$ cat src/design/jhds_pkg.sv
package jhds_pkg;

    localparam int unsigned HDR_BYTES = 9;
    localparam logic [3:0] MIN_FILE = 4'd10;

    localparam logic [7:0] MARK_PREFIX = 8'hFF;
    localparam logic [7:0] MARK_SOI = 8'hD8;
    localparam logic [7:0] MARK_SOF0 = 8'hC0;
    localparam logic [7:0] MARK_SOF2 = 8'hC2;
    localparam logic [7:0] MARK_SOS = 8'hDA;

    localparam logic [2:0] ST_FOUND = 3'd0;
    localparam logic [2:0] ST_SHORT = 3'd1;
    localparam logic [2:0] ST_NOTJPEG = 3'd2;
    localparam logic [2:0] ST_SCAN = 3'd3;
    localparam logic [2:0] ST_LOST = 3'd4;
    localparam logic [2:0] ST_END = 3'd5;

    typedef logic [HDR_BYTES-1:0][7:0] hdr_win_t;

    typedef struct packed {
        logic [7:0] data_byte;
        logic       final_byte;
    } byte_item_t;

    typedef struct packed {
        logic [2:0]  scan_status;
        logic [15:0] image_width;
        logic [15:0] image_height;
    } result_item_t;

    typedef struct packed {
        logic        lost;
        logic        found;
        logic        scan;
        logic [15:0] height;
        logic [15:0] width;
        logic        to_skip;
        logic [16:0] skip_count;
        logic [3:0]  next_offset;
        hdr_win_t    next_win;
    } hdr_res_t;

endpackage

$ cat src/design/jpeg_header_dimension_scan_core.sv
// Scans a JPEG file presented one byte per transaction and reports the image
// dimensions from the first SOF0 or SOF2 header, or a status saying why none
// was found. One byte is taken every cycle unless a final byte is held back as
// below; each file's single result is registered into the output buffer. Results are
// buffered two deep, so a final byte waits only while two earlier results are
// still held. After a result the block is ready for the next file at once.
module jpeg_header_dimension_scan_core (
    input  logic                   clk,
    input  logic                   rst_n,
    input  logic                   byte_valid,
    output logic                   byte_ready,
    input  jhds_pkg::byte_item_t   byte_item,
    output logic                   result_valid,
    input  logic                   result_ready,
    output jhds_pkg::result_item_t result_item
);
    import jhds_pkg::*;

    localparam logic [1:0] PH_SOI0 = 2'd0;
    localparam logic [1:0] PH_SOI1 = 2'd1;
    localparam logic [1:0] PH_WIN = 2'd2;
    localparam logic [1:0] PH_SKIP = 2'd3;

    logic [1:0]   phase_reg, phase_next;
    logic [3:0]   offset_reg, offset_next;
    logic [16:0]  skip_reg, skip_next;
    logic [15:0]  height_reg, height_next;
    logic [15:0]  width_reg, width_next;
    logic [2:0]   pending_reg, pending_next;
    logic [3:0]   count_reg, count_next;
    logic         decided_reg, decided_next;
    hdr_win_t     win_reg, win_next;
    hdr_win_t     win_fill;
    logic [3:0]   offset_fill;
    logic [16:0]  skip_dec;
    hdr_res_t     hdr;
    logic         accept;
    logic         push;
    logic         pop;
    logic [2:0]   status;
    result_item_t result_next;
    logic         result_valid_reg;
    result_item_t result_reg;
    logic         spare_valid_reg;
    result_item_t spare_reg;

    assign byte_ready = !(byte_item.final_byte && spare_valid_reg);
    assign accept = byte_valid && byte_ready;
    assign push = accept && byte_item.final_byte;
    assign pop = result_valid_reg && result_ready;

    always_comb
    begin
        win_fill = win_reg;
        if (offset_reg < 4'(HDR_BYTES))
        begin
            win_fill[offset_reg] = byte_item.data_byte;
        end
        offset_fill = offset_reg + 4'd1;
    end

    jhds_header u_header (
        .win (win_fill),
        .res (hdr)
    );

    assign skip_dec = (skip_reg != 17'd0) ? skip_reg - 17'd1 : skip_reg;

    always_comb
    begin
        phase_next = phase_reg;
        offset_next = offset_reg;
        skip_next = skip_reg;
        height_next = height_reg;
        width_next = width_reg;
        pending_next = pending_reg;
        count_next = count_reg;
        decided_next = decided_reg;
        win_next = win_reg;
        result_next = '0;

        if (count_reg < MIN_FILE)
        begin
            count_next = count_reg + 4'd1;
        end

        if (!decided_reg)
        begin
            case (phase_reg)
                PH_SOI0:
                begin
                    if (byte_item.data_byte != MARK_PREFIX)
                    begin
                        decided_next = 1'b1;
                        pending_next = ST_NOTJPEG;
                    end
                    else
                    begin
                        phase_next = PH_SOI1;
                    end
                end
                PH_SOI1:
                begin
                    if (byte_item.data_byte != MARK_SOI)
                    begin
                        decided_next = 1'b1;
                        pending_next = ST_NOTJPEG;
                    end
                    else
                    begin
                        phase_next = PH_WIN;
                        offset_next = 4'd0;
                    end
                end
                PH_WIN:
                begin
                    win_next = win_fill;
                    offset_next = offset_fill;
                    if (offset_fill >= 4'(HDR_BYTES))
                    begin
                        if (hdr.lost)
                        begin
                            decided_next = 1'b1;
                            pending_next = ST_LOST;
                        end
                        else if (hdr.found)
                        begin
                            decided_next = 1'b1;
                            pending_next = ST_FOUND;
                            height_next = hdr.height;
                            width_next = hdr.width;
                        end
                        else if (hdr.scan)
                        begin
                            decided_next = 1'b1;
                            pending_next = ST_SCAN;
                        end
                        else
                        begin
                            skip_next = hdr.skip_count;
                            offset_next = hdr.next_offset;
                            win_next = hdr.next_win;
                            phase_next = hdr.to_skip ? PH_SKIP : PH_WIN;
                        end
                    end
                end
                default:
                begin
                    skip_next = skip_dec;
                    if (skip_dec == 17'd0)
                    begin
                        phase_next = PH_WIN;
                        offset_next = 4'd0;
                    end
                end
            endcase
        end

        status = (count_next < MIN_FILE) ? ST_SHORT : pending_next;
        result_next.scan_status = status;
        result_next.image_width = (status == ST_FOUND) ? width_next : 16'd0;
        result_next.image_height = (status == ST_FOUND) ? height_next : 16'd0;

        if (byte_item.final_byte)
        begin
            phase_next = PH_SOI0;
            offset_next = 4'd0;
            skip_next = 17'd0;
            height_next = 16'd0;
            width_next = 16'd0;
            pending_next = ST_END;
            count_next = 4'd0;
            decided_next = 1'b0;
            win_next = '0;
        end
    end

    always_ff @(posedge clk or negedge rst_n)
    begin
        if (!rst_n)
        begin
            phase_reg <= PH_SOI0;
            offset_reg <= 4'd0;
            skip_reg <= 17'd0;
            height_reg <= 16'd0;
            width_reg <= 16'd0;
            pending_reg <= ST_END;
            count_reg <= 4'd0;
            decided_reg <= 1'b0;
            win_reg <= '0;
            result_valid_reg <= 1'b0;
            spare_valid_reg <= 1'b0;
        end
        else
        begin
            if (accept)
            begin
                phase_reg <= phase_next;
                offset_reg <= offset_next;
                skip_reg <= skip_next;
                height_reg <= height_next;
                width_reg <= width_next;
                pending_reg <= pending_next;
                count_reg <= count_next;
                decided_reg <= decided_next;
                win_reg <= win_next;
            end
            if (spare_valid_reg)
            begin
                if (pop)
                begin
                    spare_valid_reg <= 1'b0;
                end
            end
            else if (push)
            begin
                result_valid_reg <= 1'b1;
                spare_valid_reg <= result_valid_reg && !pop;
            end
            else if (pop)
            begin
                result_valid_reg <= 1'b0;
            end
        end
    end

    always_ff @(posedge clk)
    begin
        if (spare_valid_reg)
        begin
            if (pop)
            begin
                result_reg <= spare_reg;
            end
        end
        else if (push)
        begin
            if (result_valid_reg && !pop)
            begin
                spare_reg <= result_next;
            end
            else
            begin
                result_reg <= result_next;
            end
        end
    end

    assign result_valid = result_valid_reg;
    assign result_item = result_reg;

    a_final_gives_result: assert property (@(posedge clk) disable iff (!rst_n)
        (accept && byte_item.final_byte) |=> result_valid)
        else $error("final byte did not produce a result");

    a_dims_only_when_found: assert property (@(posedge clk) disable iff (!rst_n)
        (result_valid && result_item.scan_status != ST_FOUND) |->
        (result_item.image_width == 16'd0 && result_item.image_height == 16'd0))
        else $error("dimensions reported without a found status");

    a_skip_nonzero: assert property (@(posedge clk) disable iff (!rst_n)
        (phase_reg == PH_SKIP && !decided_reg) |-> (skip_reg != 17'd0))
        else $error("skip phase entered with nothing to skip");

    a_offset_in_window: assert property (@(posedge clk) disable iff (!rst_n)
        (phase_reg == PH_WIN && !decided_reg) |-> (offset_reg < 4'(HDR_BYTES)))
        else $error("header window offset out of range");

endmodule

$ cat src/design/jhds_header.sv
module jhds_header (
    input  jhds_pkg::hdr_win_t win,
    output jhds_pkg::hdr_res_t res
);
    import jhds_pkg::*;

    logic [15:0] seg_len;
    logic [16:0] adv;
    logic [4:0]  src;

    assign seg_len = {win[2], win[3]};
    assign adv = {1'b0, seg_len} + 17'd2;

    always_comb
    begin
        res = '0;
        src = '0;
        res.lost = (win[0] != MARK_PREFIX);
        res.found = !res.lost && (win[1] == MARK_SOF0 || win[1] == MARK_SOF2);
        res.scan = !res.lost && !res.found && (win[1] == MARK_SOS);
        res.height = {win[5], win[6]};
        res.width = {win[7], win[8]};
        if (adv >= 17'(HDR_BYTES))
        begin
            res.skip_count = adv - 17'(HDR_BYTES);
            res.to_skip = (res.skip_count != 17'd0);
            res.next_offset = 4'd0;
        end
        else
        begin
            res.next_offset = 4'(HDR_BYTES) - adv[3:0];
            for (int k = 0; k < HDR_BYTES; k++)
            begin
                src = 5'(k) + {1'b0, adv[3:0]};
                if (src < 5'(HDR_BYTES))
                begin
                    res.next_win[k] = win[src[3:0]];
                end
            end
        end
    end

endmodule

$ cat config.mk
export PLATFORM = sky130hd
export DESIGN_NAME = jpeg_header_dimension_scan_core
export DESIGN_NICKNAME = d
export VERILOG_FILES = /design/src/design/jhds_pkg.sv /design/src/design/jpeg_header_dimension_scan_core.sv /design/src/design/jhds_header.sv
export SDC_FILE = /design/constraint.sdc
export NUM_CORES = 1
export LEC_CHECK = 0
export BUFFER_PORTS_ARGS = -buffer_cell sky130_fd_sc_hd__buf_2
export CORE_AREA = 2 2 110 219
export DETAILED_ROUTE_END_ITERATION = 10
export DIE_AREA = 0 0 112 221
export PLACE_DENSITY_LB_ADDON = 0.05
export REMOVE_ABC_BUFFERS = 1
export SETUP_SLACK_MARGIN = 0.3
export SYNTH_ARGS = -nofsm -noshare
export SYNTH_HDL_FRONTEND = slang
export SYNTH_SLANG_ARGS = --single-unit
$ cat constraint.sdc
create_clock -name clk -period 10.15 [get_ports clk]
set_input_delay 1.015 -clock clk [delete_from_list [all_inputs] [get_ports clk]]
set_output_delay 1.015 -clock clk [all_outputs]
set_load 0.02 [all_outputs]
==> results of run 1 <==
layer usage:
metal | track usage, % | vias to the layer above | part of all wire [%]
met5 | 0 | - | 0
met3 | 14.4 | 347 | 11
met4 | 37.3 | 0 | 10
li1 | - | 6375 | -
met1 | 49.8 | 6785 | 32
met2 | 73.2 | 1013 | 46
metrics by stage:
step | utilization [%] | area [sq um] | total power (uW) | worst slack [ps] | std cells
2_1_floorplan | - | 14400 | 1610 | 3450 | 1612
3_3_place_gp | 66.8 | 15400 | 1860 | 4470 | 1990
3_5_place_dp | 66.8 | 15400 | 1880 | 4250 | 1990
4_1_cts | 69.9 | 16200 | 2700 | 4210 | 2027
5_1_grt | 69.9 | 16200 | 2840 | 3800 | 2027
6_report | 69.9 | 16200 | 2730 | 4040 | 2028
cell usage after synthesis, drive strengths merged (4+ instances only):
cell / instances / area (sq um)
nand2: 335 / 1260
o21ai: 155 / 780
nor2: 152 / 578
dfrtp: 135 / 3380
mux2i: 128 / 1330
clkbuf: 100 / 375
edfxtp: 70 / 2100
a21oi: 64 / 320
o22ai: 53 / 332
a31oi: 47 / 294
o31ai: 46 / 485
a22o: 40 / 350
nor3: 35 / 191
buf: 33 / 181
inv: 31 / 116
nand3: 30 / 150
ha: 28 / 350
o221ai: 22 / 236
xnor2: 22 / 193
a22oi: 20 / 155
mux2: 15 / 173
xor2: 14 / 123
o22a: 13 / 114
nor4: 11 / 87.6
a211oi: 10 / 92.6
nand4: 10 / 62.6
or3: 10 / 67.6
nand2b: 8 / 50.1
nand3b: 8 / 72.6
nor3b: 8 / 76.3
mux4: 7 / 158
and2: 6 / 37.5
o211ai: 6 / 45.0
or2: 5 / 31.3
a21o: 4 / 30.0
a41oi: 4 / 42.6
nor2b: 4 / 25.0
o21bai: 4 / 30.0
or4: 4 / 30.0
cells by family (layout without fill, tap and decap cells):
| family | count (synthesis) | count (layout) |
|---|---|---|
| multiplexers | 150 | 150 |
| AO/OA/AOI/OAI | 524 | 524 |
| buffers and inverters | 164 | 163 |
| XOR/XNOR | 36 | 36 |
| other | 0 | 1 |
| AND/OR/NAND/NOR | 636 | 636 |
| adder cells (fa/ha/maj) | 28 | 28 |
| flip-flops | 207 | 207 |
cell usage in the layout (no fill, tap or decap), types with 31 or more instances in the layout:
master | Yosys | final
nand2_1 | 332 | 332
nor2_1 | 151 | 151
o21ai_0 | 148 | 146
dfrtp_1 | 135 | 134
mux2i_1 | 121 | 115
edfxtp_1 | 70 | 70
a21oi_1 | 64 | 62
o22ai_1 | 53 | 53
buf_2 | 13 | 48
a31oi_1 | 47 | 47
buf_4 | 5 | 46
a22o_1 | 40 | 40
nor3_1 | 33 | 31
critical path: stages (launching register included):
cell and delay (ps):
dfrtp_1 460, ha_1 260, nor3b_2 770, mux2_2 410
buf_4 280, ha_1 970, inv_2 280, ha_1 340
nand2_1 280, nor2_1 80, a211o_1 400, nor2_4 410
nand2_1 160, or3_1 600, o221ai_2 240
report_power, final:
part | internal (uW) | switching [uW] | total (uW) | leakage (uW)
logic | 286 | 573 | 859 | 0.00368
registers | 960 | 77.6 | 1040 | 0.00255
clock network | 484 | 354 | 838 | 0.000358
cell type report:
cell class              count  area share [%]
flip-flops and latches    207            34.2
well taps                 283            2.19
clock inverters            12           0.921
clock buffers              25            3.54
repair buffers             95            3.69
multi-input cells        1374            54.7
inverters                  31           0.720
diodes                      1          0.0155
path summary, 6_finish.rpt:
kind                                     from  slack, ps              end
worst min register to register   width_reg[5]        480     width_reg[5]
worst min-delay path             width_reg[5]        480     width_reg[5]
worst max-delay path            offset_reg[1]       4040      win_reg[59]
max in group asynchronous               rst_n       8180  spare_valid_reg
worst max register to register  offset_reg[1]       4040      win_reg[59]
min in group asynchronous               rst_n        510      win_reg[35]
==> qor.txt, run 1 <==
Die Span Y -> 221 um
Antenna Nets Post-Route -> 0
Period utilisation layout -> 60.2%
Port bufs -> 49
Xor-xnor portion of the synthesized cell area -> 2.10%
Synth Area in Simple Gates -> 18.8%
Clk_lat worst skew -> 530 ps
Syn Inst Count -> 1745
Num CTS Buffers -> 21
DR WL/cell -> 28.3 um
CP startpoint kind -> register
Gr ovfl total -> 0
Worst EP required -> 10570 ps
First-pass detailed-route iteration total -> 6
Max-Slew Margin vs Limit -> 10.9%
Drt via density -> 7.16
Final HPWL DP -> 39900 um
H-tree depth -> 1
Post-synthesis cell area -> 15000 sq um
Starting density of the core -> 64.8%
Fill cell count -> 1852
Seq. cell area -> 5530 sq um
Nets -> 1771
Yosys cell types -> 92
VDD IR max -> 0.000342 V
Post-route clock skew -> 14.9 ps
Initial antenna violation count -> 0
Cell Pwr Density -> 169 nW/um^2
Site Rows -> 79
Critical path peak fanout -> 46
Root Driver -> clkbuf_16
Critical path type -> register to register
FMAX -> 164 MHz
Syn. warnings -> 0
Main combinational cell family by area after synthesis -> compound AO/OA/AOI/OAI gates
# setup viols final -> 0
Post-synthesis adder-cell area fraction -> 2.34%
Setup crit end kind -> register
Hold Fails Final Rpt -> 0
Hold Buf Count CTS -> 0
Number of global-route vias before repair -> 14100
Drt total wl -> 57500 um
Routability cong. -> 1.11
Share of cells above drive strength 1 -> 13.7%
Slew at the pin with the worst max-slew slack -> 1310 ps
1st-iter DRT viols -> 2213
Post-synth top flop -> dfrtp_1
Total Routing Usage GR -> 46.0%
Clock Pin Slew Worst Setup and Hold Paths -> 70 ps
Sequential fraction of the synthesis area -> 36.9%
Largest net degree at the start of global routing -> 74
Max Slew Vio Count -> 0
R2R depth -> 14
Compound-Gate Fraction of Synth Area -> 24.2%
Clock Sinks -> 207
Die W -> 112 um
Core Region -> 23100 sq um
Worst Hold Path Cells -> 2
Max FFs per register -> 72
TritonCTS clock tree -> built
Share of flip-flops with an asynchronous set or reset -> 66.2%
Area of the multi-input gates -> 8840 sq um
Max-cap viol count -> 0
Die area -> 24800 sq um
Post-CTS Resized -> 0
Ports -> 50
Leakage -> 0.00659 uW
Post-synthesis sequential element count -> 207
WHS -> 476 ps
Synthesis-to-finish area growth -> 7.92%
Post-CTS setup buffer count -> 0
First-pass GRT wire length -> 85900 um
Setup TNS -> 0 ps
Clock Path Buffers -> 3
Post-synth EDFFs -> 70
Hold Path Class -> register to register
Fraction of synthesized area in multiplexers -> 11.1%
Vias -> 14500
DRC -> 0
Final Critical Period -> 6110 ps
Status -> complete, no violations
Syn_area_per_cell -> 8.59 sq um
Data arrival time of the critical path -> 6520 ps
Unrepaired setup endpoints after global routing -> no
No activity file was read; power rests on OpenSTA's default activity.
==> run 2: changes to the inputs <==
- CORE_AREA: 2 2 110 219 -> 2 2 117 233
- DIE_AREA: 0 0 112 221 -> 0 0 119 235
- clock period: 10.15 -> 5 ns (I/O delays scaled with it)
==> qor.txt, run 2 (synthesis results as in run 1) <==
Synthesis-to-finish area growth -> 10.5%
Max-cap viol count -> 0
Max FFs per register -> 72
Total Routing Usage GR -> 39.0%
Root Driver -> clkbuf_16
Non-filler cells, final -> 2123
Share of cells above drive strength 1 -> 15.3%
Cell Pwr Density -> 328 nW/um^2
Final WS setup -> 585 ps
First-pass GRT wire length -> 82700 um
Finished layout cell area -> 16600 sq um
Cells after DPL -> 2079
H-tree depth -> 1
Net Switching -> 1990 uW
WHS -> 43.8 ps
Max stage delay cell, worst path -> or3b_4
Sw Share -> 36.6%
Met1 Use GR -> 42.9%
Crit path max-delay family -> adder cells
VDD IR max -> 0.000271 V
ANT cells -> 0
Most frequent cells in the layout -> 331 x nand2_1, 151 x nor2_1, 145 x o21ai_0
Die W -> 119 um
Grt peak-use layer -> met2
Antenna Nets Post-Route -> 0
TritonCTS clock tree -> built
Clock Path Buffers -> 3
# setup viols final -> 0
Starting density of the core -> 57.3%
Clock Sinks -> 207
Hold Fails Final Rpt -> 0
Clock Pin Slew Worst Setup and Hold Paths -> 70 ps
Register share of total power -> 38.7%
Setup crit end kind -> register
Final Critical Period -> 4420 ps
Max-Slew Margin vs Limit -> 19.9%
Setup WS pre-CTS -> 187 ps
CP startpoint kind -> register
Critical path type -> register to register
Vias -> 14200
Cell repeated most along the worst path -> ha_1
Die area -> 28000 sq um
Core Region -> 26200 sq um
Comb power frac -> 31.6%
Final HPWL DP -> 40700 um
Drt via density -> 6.68
Site Rows -> 84
Critical path peak fanout -> 9
Hold Path Class -> primary input to async pin
Internal -> 3440 uW
Clock Power Share -> 29.6%
Max Slew Vio Count -> 0
Most common cell after layout, fill and taps aside -> nand2_1
Worst EP required -> 5410 ps
Port bufs -> 49
GRT met3 Usage -> 7.91%
Fill cell count -> 2246
Post-route clock skew -> 15.5 ps
Data arrival time of the critical path -> 4830 ps
Buffers and inverters on the worst path -> 2
Ports -> 50
DRC -> 0
Slew at the pin with the worst max-slew slack -> 1200 ps
Met2 Use GR -> 63.2%
Gr ovfl total -> 0
Period utilisation layout -> 88.3%
Unrepaired setup endpoints after global routing -> yes
1st-iter DRT viols -> 1691
Clk_lat worst skew -> 530 ps
Number of global-route vias before repair -> 13500
CP Cell Sequence -> ha_1 -> or3b_4 -> mux2i_1 -> inv_1 -> ha_1 -> ha_1 -> ha_2 -> nand2_1 -> nor2_1 -> a211o_1 -> nor2_4 -> buf_4 -> a41oi_2 -> o22ai_1 -> a22o_1
Core Util, Final -> 63.3%
Drt total wl -> 55000 um
Die Span Y -> 235 um
Routability cong. -> 1.09
Status -> complete, no violations
Leakage -> 0.00678 uW
DR WL/cell -> 25.9 um
First-pass detailed-route iteration total -> 5
Largest net degree at the start of global routing -> 101
FMAX -> 226 MHz
Area post-placement -> 15700 sq um
Max incr delay on CP -> 490 ps
Initial antenna violation count -> 2
Num CTS Buffers -> 21
Nets -> 1805
[run 2: changes by cell type in the layout (fill, tap and decap cells not counted), sizes merged]
cell	previous run	this run
buf	95	129
clkbuf	25	29
clkinv	5	4
bufinv	3	2
diode	1	0
clkinvlp	0	2
inv	35	32
[run 2: path summary, 6_finish.rpt]
kind	from	endpoint	slack, ps	cells past startpoint
setup reg to reg	offset_reg[0]	win_reg[69]	580	15
min in group clk	result_ready	spare_valid_reg	180	2
hold reg to reg	width_reg[8]	width_reg[8]	480	2
max in group asynchronous	rst_n	win_reg[1]	3780	2
hold / removal	rst_n	win_reg[10]	40	1
setup / recovery	offset_reg[0]	win_reg[69]	580	15
[run 2: through the flow]
stage,setup TNS (ps),total power [uW]
final,0,5430
after global routing,0,5690
after CTS,0,5410
after detailed placement,0,3810
after global placement,0,3800
after floorplan,-148410,3270
[run 2: power groups by stage]
stage | Sequential, uW | Combinational (uW) | Clock (uW)
finish | 2100 | 1720 | 1610
global route | 2120 | 1880 | 1690
CTS | 2100 | 1690 | 1620
detailed placement | 2130 | 1680 | 0
global placement | 2130 | 1670 | 0
floorplan | 2220 | 1050 | 0
[run 2: cell type report]
cell class | instances | area [sq um] | share of cell area, %
Tap cell | 344 | 430 | 2.60
Timing Repair Buffer | 129 | 890 | 5.37
Clock buffer | 29 | 566 | 3.42
Inverter | 31 | 116 | 0.703
Clock inverter | 9 | 118 | 0.710
Sequential cell | 207 | 5530 | 33.4
Multi-Input combinational cell | 1374 | 8900 | 53.8
[run 2: metal layers]
layer  share of wire [%]  vias up  routed length (um)
met4                  11        2                6150
li1                    -     6435                   -
met3                 8.5      280                4660
met5               0.024        -                  13
met1                  34     6664               18600
met2                  46      806               25500
[run 2: what timing repair did]
item                                    CTS  global route
hold buffers                              0             0
pin swaps                                 0             4
buffers inserted                          0             6
endpoints found under the setup margin    3            95
resized for setup                         2            14
